$ cat config.mk
export PLATFORM = sky130hd
export DESIGN_NAME = cabac_arithmetic_decoder_flat
export DESIGN_NICKNAME = d
export VERILOG_FILES = /design/src/rtl/cabac_pkg.sv /design/src/rtl/cabac_if.sv /design/src/rtl/cabac_ram.sv /design/src/rtl/cabac_bin_core.sv /design/src/rtl/cabac_arithmetic_decoder.sv /design/src/flat_wrapper.sv
export SDC_FILE = /design/constraint.sdc
export NUM_CORES = 2
export LEC_CHECK = 0
export ABC_AREA = 1
export BUFFER_PORTS_ARGS = -buffer_cell sky130_fd_sc_hd__buf_2
export CAP_MARGIN = 0
export CORE_ASPECT_RATIO = 1.4
export CORE_UTILIZATION = 30
export CTS_BUF_LIST = sky130_fd_sc_hd__clkbuf_16
export DETAILED_ROUTE_END_ITERATION = 8
export MAX_ROUTING_LAYER = met4
export SLEW_MARGIN = 20
export SYNTH_ARGS = -nofsm -noshare
export SYNTH_HDL_FRONTEND = slang
export SYNTH_HIERARCHICAL = 1
export SYNTH_SLANG_ARGS = --single-unit
$ cat constraint.sdc
create_clock -name clk -period 35.4 [get_ports clk]
set_input_delay 1.77 -clock clk [delete_from_list [all_inputs] [get_ports clk]]
set_output_delay 1.77 -clock clk [all_outputs]
set_load 0.01 [all_outputs]
$ cat src/rtl/cabac_pkg.sv
`default_nettype none

package cabac_pkg;

    typedef enum logic [2:0] {
        CMD_START_FIRST  = 3'd0,
        CMD_START_SECOND = 3'd1,
        CMD_CTX_BIN      = 3'd2,
        CMD_BYPASS       = 3'd3,
        CMD_TERMINATE    = 3'd4,
        CMD_LOAD_CTX     = 3'd5
    } cmd_t;

    localparam logic [8:0]  RANGE_INIT = 9'd510;
    localparam logic [4:0]  BW_INIT    = 5'd8;
    localparam logic [4:0]  BW_REFILL  = 5'b11000;
    localparam logic [4:0]  BYTE_BITS  = 5'd8;
    localparam logic [8:0]  TERM_LPS   = 9'd2;

    typedef struct packed {
        logic [2:0] cmd;
        logic [7:0] stream_byte;
        logic       stream_byte_valid;
        logic [5:0] load_prob_state;
        logic       load_mps;
    } item_t;

    typedef struct packed {
        logic [8:0]  coder_range;
        logic [16:0] coder_offset;
        logic [4:0]  bits_wanted;
    } coder_t;

    typedef struct packed {
        coder_t     coder;
        logic       bin_value;
        logic       byte_taken;
        logic [5:0] new_prob_state;
        logic       new_mps;
        logic       ctx_we;
    } upd_t;

    localparam logic [0:63][0:3][7:0] LPS_TAB = {
        {8'd128, 8'd176, 8'd208, 8'd240}, {8'd128, 8'd167, 8'd197, 8'd227},
        {8'd128, 8'd158, 8'd187, 8'd216}, {8'd123, 8'd150, 8'd178, 8'd205},
        {8'd116, 8'd142, 8'd169, 8'd195}, {8'd111, 8'd135, 8'd160, 8'd185},
        {8'd105, 8'd128, 8'd152, 8'd175}, {8'd100, 8'd122, 8'd144, 8'd166},
        {8'd95,  8'd116, 8'd137, 8'd158}, {8'd90,  8'd110, 8'd130, 8'd150},
        {8'd85,  8'd104, 8'd123, 8'd142}, {8'd81,  8'd99,  8'd117, 8'd135},
        {8'd77,  8'd94,  8'd111, 8'd128}, {8'd73,  8'd89,  8'd105, 8'd122},
        {8'd69,  8'd85,  8'd100, 8'd116}, {8'd66,  8'd80,  8'd95,  8'd110},
        {8'd62,  8'd76,  8'd90,  8'd104}, {8'd59,  8'd72,  8'd86,  8'd99},
        {8'd56,  8'd69,  8'd81,  8'd94},  {8'd53,  8'd65,  8'd77,  8'd89},
        {8'd51,  8'd62,  8'd73,  8'd85},  {8'd48,  8'd59,  8'd69,  8'd80},
        {8'd46,  8'd56,  8'd66,  8'd76},  {8'd43,  8'd53,  8'd63,  8'd72},
        {8'd41,  8'd50,  8'd59,  8'd69},  {8'd39,  8'd48,  8'd56,  8'd65},
        {8'd37,  8'd45,  8'd54,  8'd62},  {8'd35,  8'd43,  8'd51,  8'd59},
        {8'd33,  8'd41,  8'd48,  8'd56},  {8'd32,  8'd39,  8'd46,  8'd53},
        {8'd30,  8'd37,  8'd43,  8'd50},  {8'd29,  8'd35,  8'd41,  8'd48},
        {8'd27,  8'd33,  8'd39,  8'd45},  {8'd26,  8'd31,  8'd37,  8'd43},
        {8'd24,  8'd30,  8'd35,  8'd41},  {8'd23,  8'd28,  8'd33,  8'd39},
        {8'd22,  8'd27,  8'd32,  8'd37},  {8'd21,  8'd26,  8'd30,  8'd35},
        {8'd20,  8'd24,  8'd29,  8'd33},  {8'd19,  8'd23,  8'd27,  8'd31},
        {8'd18,  8'd22,  8'd26,  8'd30},  {8'd17,  8'd21,  8'd25,  8'd28},
        {8'd16,  8'd20,  8'd23,  8'd27},  {8'd15,  8'd19,  8'd22,  8'd25},
        {8'd14,  8'd18,  8'd21,  8'd24},  {8'd14,  8'd17,  8'd20,  8'd23},
        {8'd13,  8'd16,  8'd19,  8'd22},  {8'd12,  8'd15,  8'd18,  8'd21},
        {8'd12,  8'd14,  8'd17,  8'd20},  {8'd11,  8'd14,  8'd16,  8'd19},
        {8'd11,  8'd13,  8'd15,  8'd18},  {8'd10,  8'd12,  8'd15,  8'd17},
        {8'd10,  8'd12,  8'd14,  8'd16},  {8'd9,   8'd11,  8'd13,  8'd15},
        {8'd9,   8'd11,  8'd12,  8'd14},  {8'd8,   8'd10,  8'd12,  8'd14},
        {8'd8,   8'd9,   8'd11,  8'd13},  {8'd7,   8'd9,   8'd11,  8'd12},
        {8'd7,   8'd9,   8'd10,  8'd12},  {8'd7,   8'd8,   8'd10,  8'd11},
        {8'd6,   8'd8,   8'd9,   8'd11},  {8'd6,   8'd7,   8'd9,   8'd10},
        {8'd6,   8'd7,   8'd8,   8'd9},   {8'd2,   8'd2,   8'd2,   8'd2}
    };

    localparam logic [0:63][5:0] NEXT_LPS = {
        6'd0,  6'd0,  6'd1,  6'd2,  6'd2,  6'd4,  6'd4,  6'd5,
        6'd6,  6'd7,  6'd8,  6'd9,  6'd9,  6'd11, 6'd11, 6'd12,
        6'd13, 6'd13, 6'd15, 6'd15, 6'd16, 6'd16, 6'd18, 6'd18,
        6'd19, 6'd19, 6'd21, 6'd21, 6'd22, 6'd22, 6'd23, 6'd24,
        6'd24, 6'd25, 6'd26, 6'd26, 6'd27, 6'd27, 6'd28, 6'd29,
        6'd29, 6'd30, 6'd30, 6'd30, 6'd31, 6'd32, 6'd32, 6'd33,
        6'd33, 6'd33, 6'd34, 6'd34, 6'd35, 6'd35, 6'd35, 6'd36,
        6'd36, 6'd36, 6'd37, 6'd37, 6'd37, 6'd38, 6'd38, 6'd63
    };

    function automatic logic [5:0] next_mps(input logic [5:0] st);
        logic [5:0] nxt;
        nxt = (st >= 6'd62) ? st : st + 6'd1;
        return nxt;
    endfunction

    function automatic logic [3:0] lps_shift(input logic [7:0] lps);
        logic [3:0] sh;
        priority casez (lps)
            8'b1???????: sh = 4'd1;
            8'b01??????: sh = 4'd2;
            8'b001?????: sh = 4'd3;
            8'b0001????: sh = 4'd4;
            8'b00001???: sh = 4'd5;
            8'b000001??: sh = 4'd6;
            8'b0000001?: sh = 4'd7;
            default:     sh = 4'd8;
        endcase
        return sh;
    endfunction

endpackage

`default_nettype wire

$ cat src/rtl/cabac_if.sv
`default_nettype none

interface cabac_item_if;
    logic       valid;
    logic       ready;
    logic [2:0] cmd;
    logic [8:0] ctx_index;
    logic [7:0] stream_byte;
    logic       stream_byte_valid;
    logic [5:0] load_prob_state;
    logic       load_mps;

    modport source (
        output valid, cmd, ctx_index, stream_byte, stream_byte_valid,
               load_prob_state, load_mps,
        input  ready
    );
    modport sink (
        input  valid, cmd, ctx_index, stream_byte, stream_byte_valid,
               load_prob_state, load_mps,
        output ready
    );
endinterface

interface cabac_result_if;
    logic       valid;
    logic       ready;
    logic       bin_value;
    logic       byte_taken;
    logic [5:0] new_prob_state;
    logic       new_mps;

    modport source (
        output valid, bin_value, byte_taken, new_prob_state, new_mps,
        input  ready
    );
    modport sink (
        input  valid, bin_value, byte_taken, new_prob_state, new_mps,
        output ready
    );
endinterface

`default_nettype wire

$ cat src/rtl/cabac_ram.sv
`default_nettype none

module cabac_ram #(
    parameter int WIDTH  = 7,
    parameter int DEPTH  = 512,
    parameter int ADDR_W = 9
) (
    input  wire logic              clk,
    input  wire logic              we,
    input  wire logic [ADDR_W-1:0] waddr,
    input  wire logic [WIDTH-1:0]  wdata,
    input  wire logic              re,
    input  wire logic [ADDR_W-1:0] raddr,
    output logic      [WIDTH-1:0]  rdata
);

    logic [WIDTH-1:0] mem [DEPTH];

    always_ff @(posedge clk)
    begin
        if (we)
        begin
            mem[waddr] <= wdata;
        end
        if (re)
        begin
            rdata <= mem[raddr];
        end
    end

endmodule

`default_nettype wire

$ cat src/rtl/cabac_bin_core.sv
`default_nettype none

module cabac_bin_core (
    input  wire cabac_pkg::coder_t cur,
    input  wire cabac_pkg::item_t  it,
    input  wire logic [6:0]        ctx_word,
    output cabac_pkg::upd_t        upd
);

    logic [5:0]  st;
    logic        mps;
    logic [7:0]  lps;
    logic [8:0]  rmps;
    logic [15:0] scaled;
    logic [3:0]  shift;
    logic [16:0] off_sub;
    logic [4:0]  bw_lps;
    logic [4:0]  bw_inc;
    logic [22:0] ins;
    logic [8:0]  rterm;
    logic [15:0] sc_term;
    logic [15:0] sc_byp;
    logic [16:0] off_byp;

    always_comb
    begin
        st      = ctx_word[5:0];
        mps     = ctx_word[6];
        lps     = cabac_pkg::LPS_TAB[st][cur.coder_range[7:6]];
        rmps    = cur.coder_range - {1'b0, lps};
        scaled  = {rmps, 7'd0};
        shift   = cabac_pkg::lps_shift(lps);
        off_sub = cur.coder_offset - {1'b0, scaled};
        bw_lps  = cur.bits_wanted + {1'b0, shift};
        bw_inc  = cur.bits_wanted + 5'd1;
        ins     = {15'd0, it.stream_byte} << bw_lps[3:0];
        rterm   = cur.coder_range - cabac_pkg::TERM_LPS;
        sc_term = {rterm, 7'd0};
        sc_byp  = {cur.coder_range, 7'd0};
        off_byp = {cur.coder_offset[15:0], 1'b0};
        if (!bw_inc[4] && it.stream_byte_valid)
        begin
            off_byp = off_byp | {9'd0, it.stream_byte};
        end
    end

    always_comb
    begin
        upd       = '0;
        upd.coder = cur;
        unique case (cabac_pkg::cmd_t'(it.cmd))
            cabac_pkg::CMD_START_FIRST:
            begin
                upd.coder.coder_range = cabac_pkg::RANGE_INIT;
                if (it.stream_byte_valid)
                begin
                    upd.coder.coder_offset = {1'b0, it.stream_byte, 8'd0};
                    upd.coder.bits_wanted  = '0;
                    upd.byte_taken         = 1'b1;
                end
                else
                begin
                    upd.coder.coder_offset = '0;
                    upd.coder.bits_wanted  = cabac_pkg::BW_INIT;
                end
            end
            cabac_pkg::CMD_START_SECOND:
            begin
                if (it.stream_byte_valid)
                begin
                    upd.coder.coder_offset = cur.coder_offset | {9'd0, it.stream_byte};
                    upd.coder.bits_wanted  = cur.bits_wanted - cabac_pkg::BYTE_BITS;
                    upd.byte_taken         = 1'b1;
                end
            end
            cabac_pkg::CMD_CTX_BIN:
            begin
                upd.ctx_we = 1'b1;
                if (cur.coder_offset < {1'b0, scaled})
                begin
                    upd.bin_value         = mps;
                    upd.new_prob_state    = cabac_pkg::next_mps(st);
                    upd.new_mps           = mps;
                    upd.coder.coder_range = rmps;
                    if (!rmps[8])
                    begin
                        upd.coder.coder_range  = {rmps[7:0], 1'b0};
                        upd.coder.coder_offset = {cur.coder_offset[15:0], 1'b0};
                        upd.coder.bits_wanted  = bw_inc;
                        if (bw_inc == 5'd0)
                        begin
                            upd.coder.bits_wanted = cabac_pkg::BW_REFILL;
                            if (it.stream_byte_valid)
                            begin
                                upd.coder.coder_offset = {cur.coder_offset[15:0], 1'b0}
                                                       | {9'd0, it.stream_byte};
                                upd.byte_taken         = 1'b1;
                            end
                        end
                    end
                end
                else
                begin
                    upd.bin_value          = ~mps;
                    upd.new_prob_state     = cabac_pkg::NEXT_LPS[st];
                    upd.new_mps            = (st == 6'd0) ? ~mps : mps;
                    upd.coder.coder_range  = 9'({1'b0, lps} << shift);
                    upd.coder.coder_offset = off_sub << shift;
                    upd.coder.bits_wanted  = bw_lps;
                    if (!bw_lps[4])
                    begin
                        if (it.stream_byte_valid)
                        begin
                            upd.coder.coder_offset = (off_sub << shift) | ins[16:0];
                            upd.byte_taken         = 1'b1;
                        end
                        upd.coder.bits_wanted = bw_lps - cabac_pkg::BYTE_BITS;
                    end
                end
            end
            cabac_pkg::CMD_BYPASS:
            begin
                upd.coder.bits_wanted = bw_inc[4] ? bw_inc : cabac_pkg::BW_REFILL;
                upd.byte_taken        = !bw_inc[4] && it.stream_byte_valid;
                if (off_byp >= {1'b0, sc_byp})
                begin
                    upd.coder.coder_offset = off_byp - {1'b0, sc_byp};
                    upd.bin_value          = 1'b1;
                end
                else
                begin
                    upd.coder.coder_offset = off_byp;
                end
            end
            cabac_pkg::CMD_TERMINATE:
            begin
                upd.coder.coder_range = rterm;
                if (cur.coder_offset >= {1'b0, sc_term})
                begin
                    upd.bin_value = 1'b1;
                end
                else if (!rterm[8])
                begin
                    upd.coder.coder_range  = {rterm[7:0], 1'b0};
                    upd.coder.coder_offset = {cur.coder_offset[15:0], 1'b0};
                    upd.coder.bits_wanted  = bw_inc;
                    if (bw_inc == 5'd0)
                    begin
                        upd.coder.bits_wanted = cabac_pkg::BW_REFILL;
                        if (it.stream_byte_valid)
                        begin
                            upd.coder.coder_offset = {cur.coder_offset[15:0], 1'b0}
                                                   | {9'd0, it.stream_byte};
                            upd.byte_taken         = 1'b1;
                        end
                    end
                end
            end
            cabac_pkg::CMD_LOAD_CTX:
            begin
                upd.ctx_we         = 1'b1;
                upd.new_prob_state = it.load_prob_state;
                upd.new_mps        = it.load_mps;
            end
            default:
            begin
                upd.coder = cur;
            end
        endcase
    end

endmodule

`default_nettype wire

$ cat src/rtl/cabac_arithmetic_decoder.sv
// Stages: an accepted input word is registered together with its context memory read,
// then its result word is registered at the output. Throughput: one word per cycle
// while the output is not stalled; the coder state loops through the combinational
// bin unit. Reset: range 510, offset 0, bits wanted 8; context entries are undefined
// until loaded and get no clearing pass, so words are accepted right after reset.
`default_nettype none

module cabac_arithmetic_decoder #(
    parameter int NUM_CONTEXTS = 512
) (
    input  wire logic      clk,
    input  wire logic      rst_n,
    cabac_item_if.sink     item,
    cabac_result_if.source result
);

    localparam int CTX_AW = (NUM_CONTEXTS > 1) ? $clog2(NUM_CONTEXTS) : 1;

    function automatic logic [CTX_AW-1:0] ctx_fold(input logic [8:0] idx);
        logic [8:0] r;
        r = idx;
        for (int k = 8; k >= 0; k--)
        begin
            if ((NUM_CONTEXTS << k) <= 511)
            begin
                if (32'(r) >= 32'(NUM_CONTEXTS << k))
                begin
                    r = r - 9'(NUM_CONTEXTS << k);
                end
            end
        end
        return CTX_AW'(r);
    endfunction

    logic                 in_acc;
    logic                 s1_adv;
    logic [CTX_AW-1:0]    rd_addr;
    logic [6:0]           ram_rdata;
    logic [6:0]           ctx_word;
    logic                 ctx_we;
    cabac_pkg::item_t     in_item;
    cabac_pkg::upd_t      upd;
    cabac_pkg::coder_t    coder_reg;
    cabac_pkg::coder_t    coder_next;

    logic                 s1_valid_reg;
    cabac_pkg::item_t     s1_item_reg;
    logic [CTX_AW-1:0]    s1_addr_reg;
    logic                 fwd_valid_reg;
    logic [CTX_AW-1:0]    fwd_addr_reg;
    logic [6:0]           fwd_data_reg;
    logic                 out_valid_reg;
    logic                 bin_value_reg;
    logic                 byte_taken_reg;
    logic [5:0]           new_prob_state_reg;
    logic                 new_mps_reg;

    assign s1_adv     = s1_valid_reg && (!out_valid_reg || result.ready);
    assign item.ready = !s1_valid_reg || s1_adv;
    assign in_acc     = item.valid && item.ready;
    assign rd_addr    = ctx_fold(item.ctx_index);

    assign in_item.cmd               = item.cmd;
    assign in_item.stream_byte       = item.stream_byte;
    assign in_item.stream_byte_valid = item.stream_byte_valid;
    assign in_item.load_prob_state   = item.load_prob_state;
    assign in_item.load_mps          = item.load_mps;

    cabac_ram #(
        .WIDTH  (7),
        .DEPTH  (NUM_CONTEXTS),
        .ADDR_W (CTX_AW)
    ) u_ctx_ram (
        .clk   (clk),
        .we    (ctx_we),
        .waddr (s1_addr_reg),
        .wdata ({upd.new_mps, upd.new_prob_state}),
        .re    (in_acc),
        .raddr (rd_addr),
        .rdata (ram_rdata)
    );

    // forward the write made in the same cycle as this entry's read
    assign ctx_word = (fwd_valid_reg && fwd_addr_reg == s1_addr_reg) ? fwd_data_reg
                                                                     : ram_rdata;

    cabac_bin_core u_bin_core (
        .cur      (coder_reg),
        .it       (s1_item_reg),
        .ctx_word (ctx_word),
        .upd      (upd)
    );

    assign ctx_we     = s1_adv && upd.ctx_we;
    assign coder_next = s1_adv ? upd.coder : coder_reg;

    always_ff @(posedge clk or negedge rst_n)
    begin
        if (!rst_n)
        begin
            coder_reg.coder_range  <= cabac_pkg::RANGE_INIT;
            coder_reg.coder_offset <= '0;
            coder_reg.bits_wanted  <= cabac_pkg::BW_INIT;
            s1_valid_reg           <= 1'b0;
            fwd_valid_reg          <= 1'b0;
            out_valid_reg          <= 1'b0;
        end
        else
        begin
            coder_reg <= coder_next;
            if (in_acc)
            begin
                s1_valid_reg <= 1'b1;
            end
            else if (s1_adv)
            begin
                s1_valid_reg <= 1'b0;
            end
            if (ctx_we)
            begin
                fwd_valid_reg <= 1'b1;
            end
            if (s1_adv)
            begin
                out_valid_reg <= 1'b1;
            end
            else if (result.ready)
            begin
                out_valid_reg <= 1'b0;
            end
        end
    end

    always_ff @(posedge clk)
    begin
        if (in_acc)
        begin
            s1_item_reg <= in_item;
            s1_addr_reg <= rd_addr;
        end
        if (ctx_we)
        begin
            fwd_addr_reg <= s1_addr_reg;
            fwd_data_reg <= {upd.new_mps, upd.new_prob_state};
        end
        if (s1_adv)
        begin
            bin_value_reg      <= upd.bin_value;
            byte_taken_reg     <= upd.byte_taken;
            new_prob_state_reg <= upd.new_prob_state;
            new_mps_reg        <= upd.new_mps;
        end
    end

    assign result.valid          = out_valid_reg;
    assign result.bin_value      = bin_value_reg;
    assign result.byte_taken     = byte_taken_reg;
    assign result.new_prob_state = new_prob_state_reg;
    assign result.new_mps        = new_mps_reg;

endmodule

`default_nettype wire

$ cat src/flat_wrapper.sv
// flat-port wrapper written by rule: the top's interface ports become plain ports
module cabac_arithmetic_decoder_flat 
#(
    parameter int NUM_CONTEXTS = 512
)
  (clk, rst_n, item_valid, item_cmd, item_ctx_index, item_stream_byte, item_stream_byte_valid, item_load_prob_state, item_load_mps, item_ready, result_valid, result_bin_value, result_byte_taken, result_new_prob_state, result_new_mps, result_ready);
  cabac_item_if item_i ();
  cabac_result_if result_i ();
  input  wire logic clk;
  input  wire logic rst_n;
  input wire logic [$bits(item_i.valid)-1:0] item_valid;
  input wire logic [$bits(item_i.cmd)-1:0] item_cmd;
  input wire logic [$bits(item_i.ctx_index)-1:0] item_ctx_index;
  input wire logic [$bits(item_i.stream_byte)-1:0] item_stream_byte;
  input wire logic [$bits(item_i.stream_byte_valid)-1:0] item_stream_byte_valid;
  input wire logic [$bits(item_i.load_prob_state)-1:0] item_load_prob_state;
  input wire logic [$bits(item_i.load_mps)-1:0] item_load_mps;
  output wire logic [$bits(item_i.ready)-1:0] item_ready;
  output wire logic [$bits(result_i.valid)-1:0] result_valid;
  output wire logic [$bits(result_i.bin_value)-1:0] result_bin_value;
  output wire logic [$bits(result_i.byte_taken)-1:0] result_byte_taken;
  output wire logic [$bits(result_i.new_prob_state)-1:0] result_new_prob_state;
  output wire logic [$bits(result_i.new_mps)-1:0] result_new_mps;
  input wire logic [$bits(result_i.ready)-1:0] result_ready;
  assign item_i.valid = item_valid;
  assign item_i.cmd = item_cmd;
  assign item_i.ctx_index = item_ctx_index;
  assign item_i.stream_byte = item_stream_byte;
  assign item_i.stream_byte_valid = item_stream_byte_valid;
  assign item_i.load_prob_state = item_load_prob_state;
  assign item_i.load_mps = item_load_mps;
  assign item_ready = item_i.ready;
  assign result_valid = result_i.valid;
  assign result_bin_value = result_i.bin_value;
  assign result_byte_taken = result_i.byte_taken;
  assign result_new_prob_state = result_i.new_prob_state;
  assign result_new_mps = result_i.new_mps;
  assign result_i.ready = result_ready;
  cabac_arithmetic_decoder #(.NUM_CONTEXTS(NUM_CONTEXTS)) u_core (.clk(clk), .rst_n(rst_n), .item(item_i), .result(result_i));
endmodule
==> impl_metrics.toml <==
[synth]
synthFlopType = "edfxtp_1"
syn_area_per_cell_um2 = 11.1
yosys.area.top_type = "edfxtp_1"
synth.net_count = 14200
netlist_instances = 14100
syn_area_mm2 = 0.157
synth_cell_types = 57
ys_seq_elements = 3678
synth_top_area_share_pct = 69.9
async_flop_share_pct = 0.924
yosysWarnings = 6
synth-seq-area-share_pct = 70.4
synthTopCellsByArea = "edfxtp_1, nand3_1, nand2_1"
synth_edf_count = 3644

[power]
p_sw_share_pct = 29.9
power_switching_mw = 3.26
p_comb_share_pct = 19.4
peakVddDrop_uv = 107
power_density_mw_per_mm2 = 62.7
clockPowerShare_pct = 33.9
finalPower_mw = 10.9
leakagePower_nw = 61.1
internal-power_mw = 7.65
p_seq_share_pct = 46.7

[clocking]
ctsResizeCount = 0
clk_path_buf_depth = 4
hold_buffers = 0
post_cts_buffers = 0
insertion_delay_ns = 0.93
htreeDepth = 5
cts_root_buf = "clkbuf_16"
cts_sinks = 3678
cts.clk_slew.worst_paths_ns = 0.07
cts_buffers = 340
cts_tree = "done"

[global_route]
grt_first_pass_wirelength_um = 688000
grt_usage_pct = 17.8
met1_usage_pct = 20.4
antenna_found_initial = 9
grt_most_used_layer = "met2"
grt_pass1_vias = 103000
gr-total-overflow = 0
use_met2_pct = 30.4
met3_usage_pct = 2.14
grt_max_degree = 212

[timing]
tightest_slew_ns = 1.28
finalCriticalPeriod_ns = 11.22
fmax_ghz = 0.0891
rsz0062_at_grt = "no"
fin_tns_setup_ns = 0
post-route-period-util_pct = 31.7
skew_ns = 0.0458
maxSlewHeadroom_pct = 14.4
hold_viol = 0
drv_slew = 0
setup_viol = 0

[die]
fp-row-count = 313
io_pins = 43
fp.dieW_um = 613
dieArea_mm2 = 0.525
floorplan.initialDensity_pct = 30.2
die_y_um = 857
coreArea_mm2 = 0.519

[critical_path]
cp_slowest_cell = "buf_4"
crit_path_end_kind = "flop"
crit_type = "flop to flop"
worstSetupStartpointType = "flop"
crit_fanout = 69
cpMostUsedCell = "nand2_1"
reg2reg_setup_slack_ns = 24.18
r2r_end = "u_core/u_ctx_ram/mem[20][5]"
slowest_delay_ns = 0.73
reg2regPathDepth = 40
worstPathArrival_ns = 11.80
cp-endpoint = "u_core/u_ctx_ram/mem[20][5]"
critPathRequiredTime_ns = 35.98
rr_startpoint = "u_core/s1_addr_reg[6]"
cp-startpoint = "u_core/s1_addr_reg[6]"

[detailed_routing]
drtIter0Drc = 10400
avgViaCountPerCell = 5.11
routed_wl_um = 470000
avgRoutedWirePerCell_um = 22.5
drcViolationCount = 0
antenna_left = 0
first_pass_iters = 6
dr_total_vias = 107000

[finish]
drive_above_1_share_pct = 5.73
largest_reg_flops = 3584
utilization_pct = 33.5
fin_nets = 13800
final_cell_mix = "nand2_1, nand3_1, edfxtp_1"
area_growth_pct = 11.2
fin_area_mm2 = 0.174
layout_commonest_cell = "nand2_1"

[placement]
place_area_mm2 = 0.163
gp_congestion = 0.890
hpwl_um = 272000
io_buffers = 42

[flow_run]
max_cap_viol_count = 0

[hold_path]
hp-class = "flop to flop"

[status]
run_status = "completed"
## synth_stat cells, drive strengths merged (4+ instances only)
library cell  count
inv             234
xnor2             9
or2               5
nor4              5
nand2          4218
dfstp             9
o21bai           12
a21o              5
a31oi            11
buf             665
o221ai            5
dfrtp            25
a221oi            6
o21ai           156
nand4            24
nor2            664
clkbuf          285
fa                4
xor2             22
o211ai           30
nand3          3769
edfxtp         3644
o2111ai           7
nor3             30
o22ai             7
ha               63
clkinv            7
a21oi           145
## through the flow
stage | hold slack [ns] | worst slack [ns] | instances
finish | 0.504 | 24.18 | 20900
global route | 0.507 | 23.39 | 20900
CTS | 0.500 | 24.19 | 20900
detailed placement | 0.485 | 24.26 | 20300
global placement | 0.471 | 24.22 | 20300
floorplan | 0.461 | 4.57 | 14100
## area by class of cell
cell class,count,area (um2)
Fill cell,51500,345000
Clock inverter,261,2240
Inverter,241,940
Antenna cell,11,27.5
Tap cell,6930,8670
Timing Repair Buffer,220,1810
Multi-Input combinational cell,9215,41300
Sequential cell,3678,110000
Clock buffer,352,8810
## layer usage
| layer | part of all wire (%) | vias up |
|---|---|---|
| li1 | - | 48900 |
| met1 | 38 | 52800 |
| met2 | 50 | 4196 |
| met3 | 6.0 | 1022 |
| met4 | 6.0 | 0 |
| met5 | 0 | - |
## power groups by stage
| stage | sequential [mW] | clock [mW] | combinational (mW) |
|---|---|---|---|
| final | 5.10 | 3.70 | 2.12 |
| after global routing | 5.10 | 3.90 | 2.32 |
| after CTS | 5.09 | 3.75 | 2.10 |
| after detailed placement | 5.19 | 0 | 2.09 |
| after global placement | 5.19 | 0 | 2.09 |
| after floorplan | 5.44 | 0 | 1.38 |
## worst max-delay path, delay by kind of cell, from the launching register on
| family | cells | cell delay (ns) |
|---|---|---|
| fa+ha+maj | 3 | 1.35 |
| simple gates | 18 | 2.26 |
| compound gates | 8 | 1.69 |
| flops | 1 | 0.53 |
| buf+inv | 11 | 4.73 |
## worst min-delay path by stage
stage	slack, ns	startpoint	cells after the start	endpoint
finish	0.50	u_core/fwd_valid_reg	1	u_core/fwd_valid_reg
global placement	0.47	u_core/fwd_valid_reg	1	u_core/fwd_valid_reg
detailed placement	0.48	u_core/fwd_valid_reg	1	u_core/fwd_valid_reg
floorplan	0.46	u_core/fwd_valid_reg	1	u_core/fwd_valid_reg
global route	0.51	u_core/fwd_valid_reg	1	u_core/fwd_valid_reg
CTS	0.50	u_core/fwd_valid_reg	1	u_core/fwd_valid_reg
## cell families (layout without fill, tap and decap cells)
| group | count (synthesis) | in the layout | share of synthesized area [%] |
|---|---|---|---|
| adders and majority gates | 67 | 67 | 0.554 |
| buffers and inverters | 1191 | 1074 | 3.35 |
| DFF | 3678 | 3678 | 70.4 |
| xor gates and xnor gates | 31 | 31 | 0.173 |
| and+or+nand+nor | 8718 | 8718 | 24.1 |
| AOI/OAI and AO/OA | 398 | 398 | 1.44 |
| muxes | 1 | 1 | 0.00639 |
| other | 0 | 11 | 0 |
No activity file was read; power rests on OpenSTA's default activity.
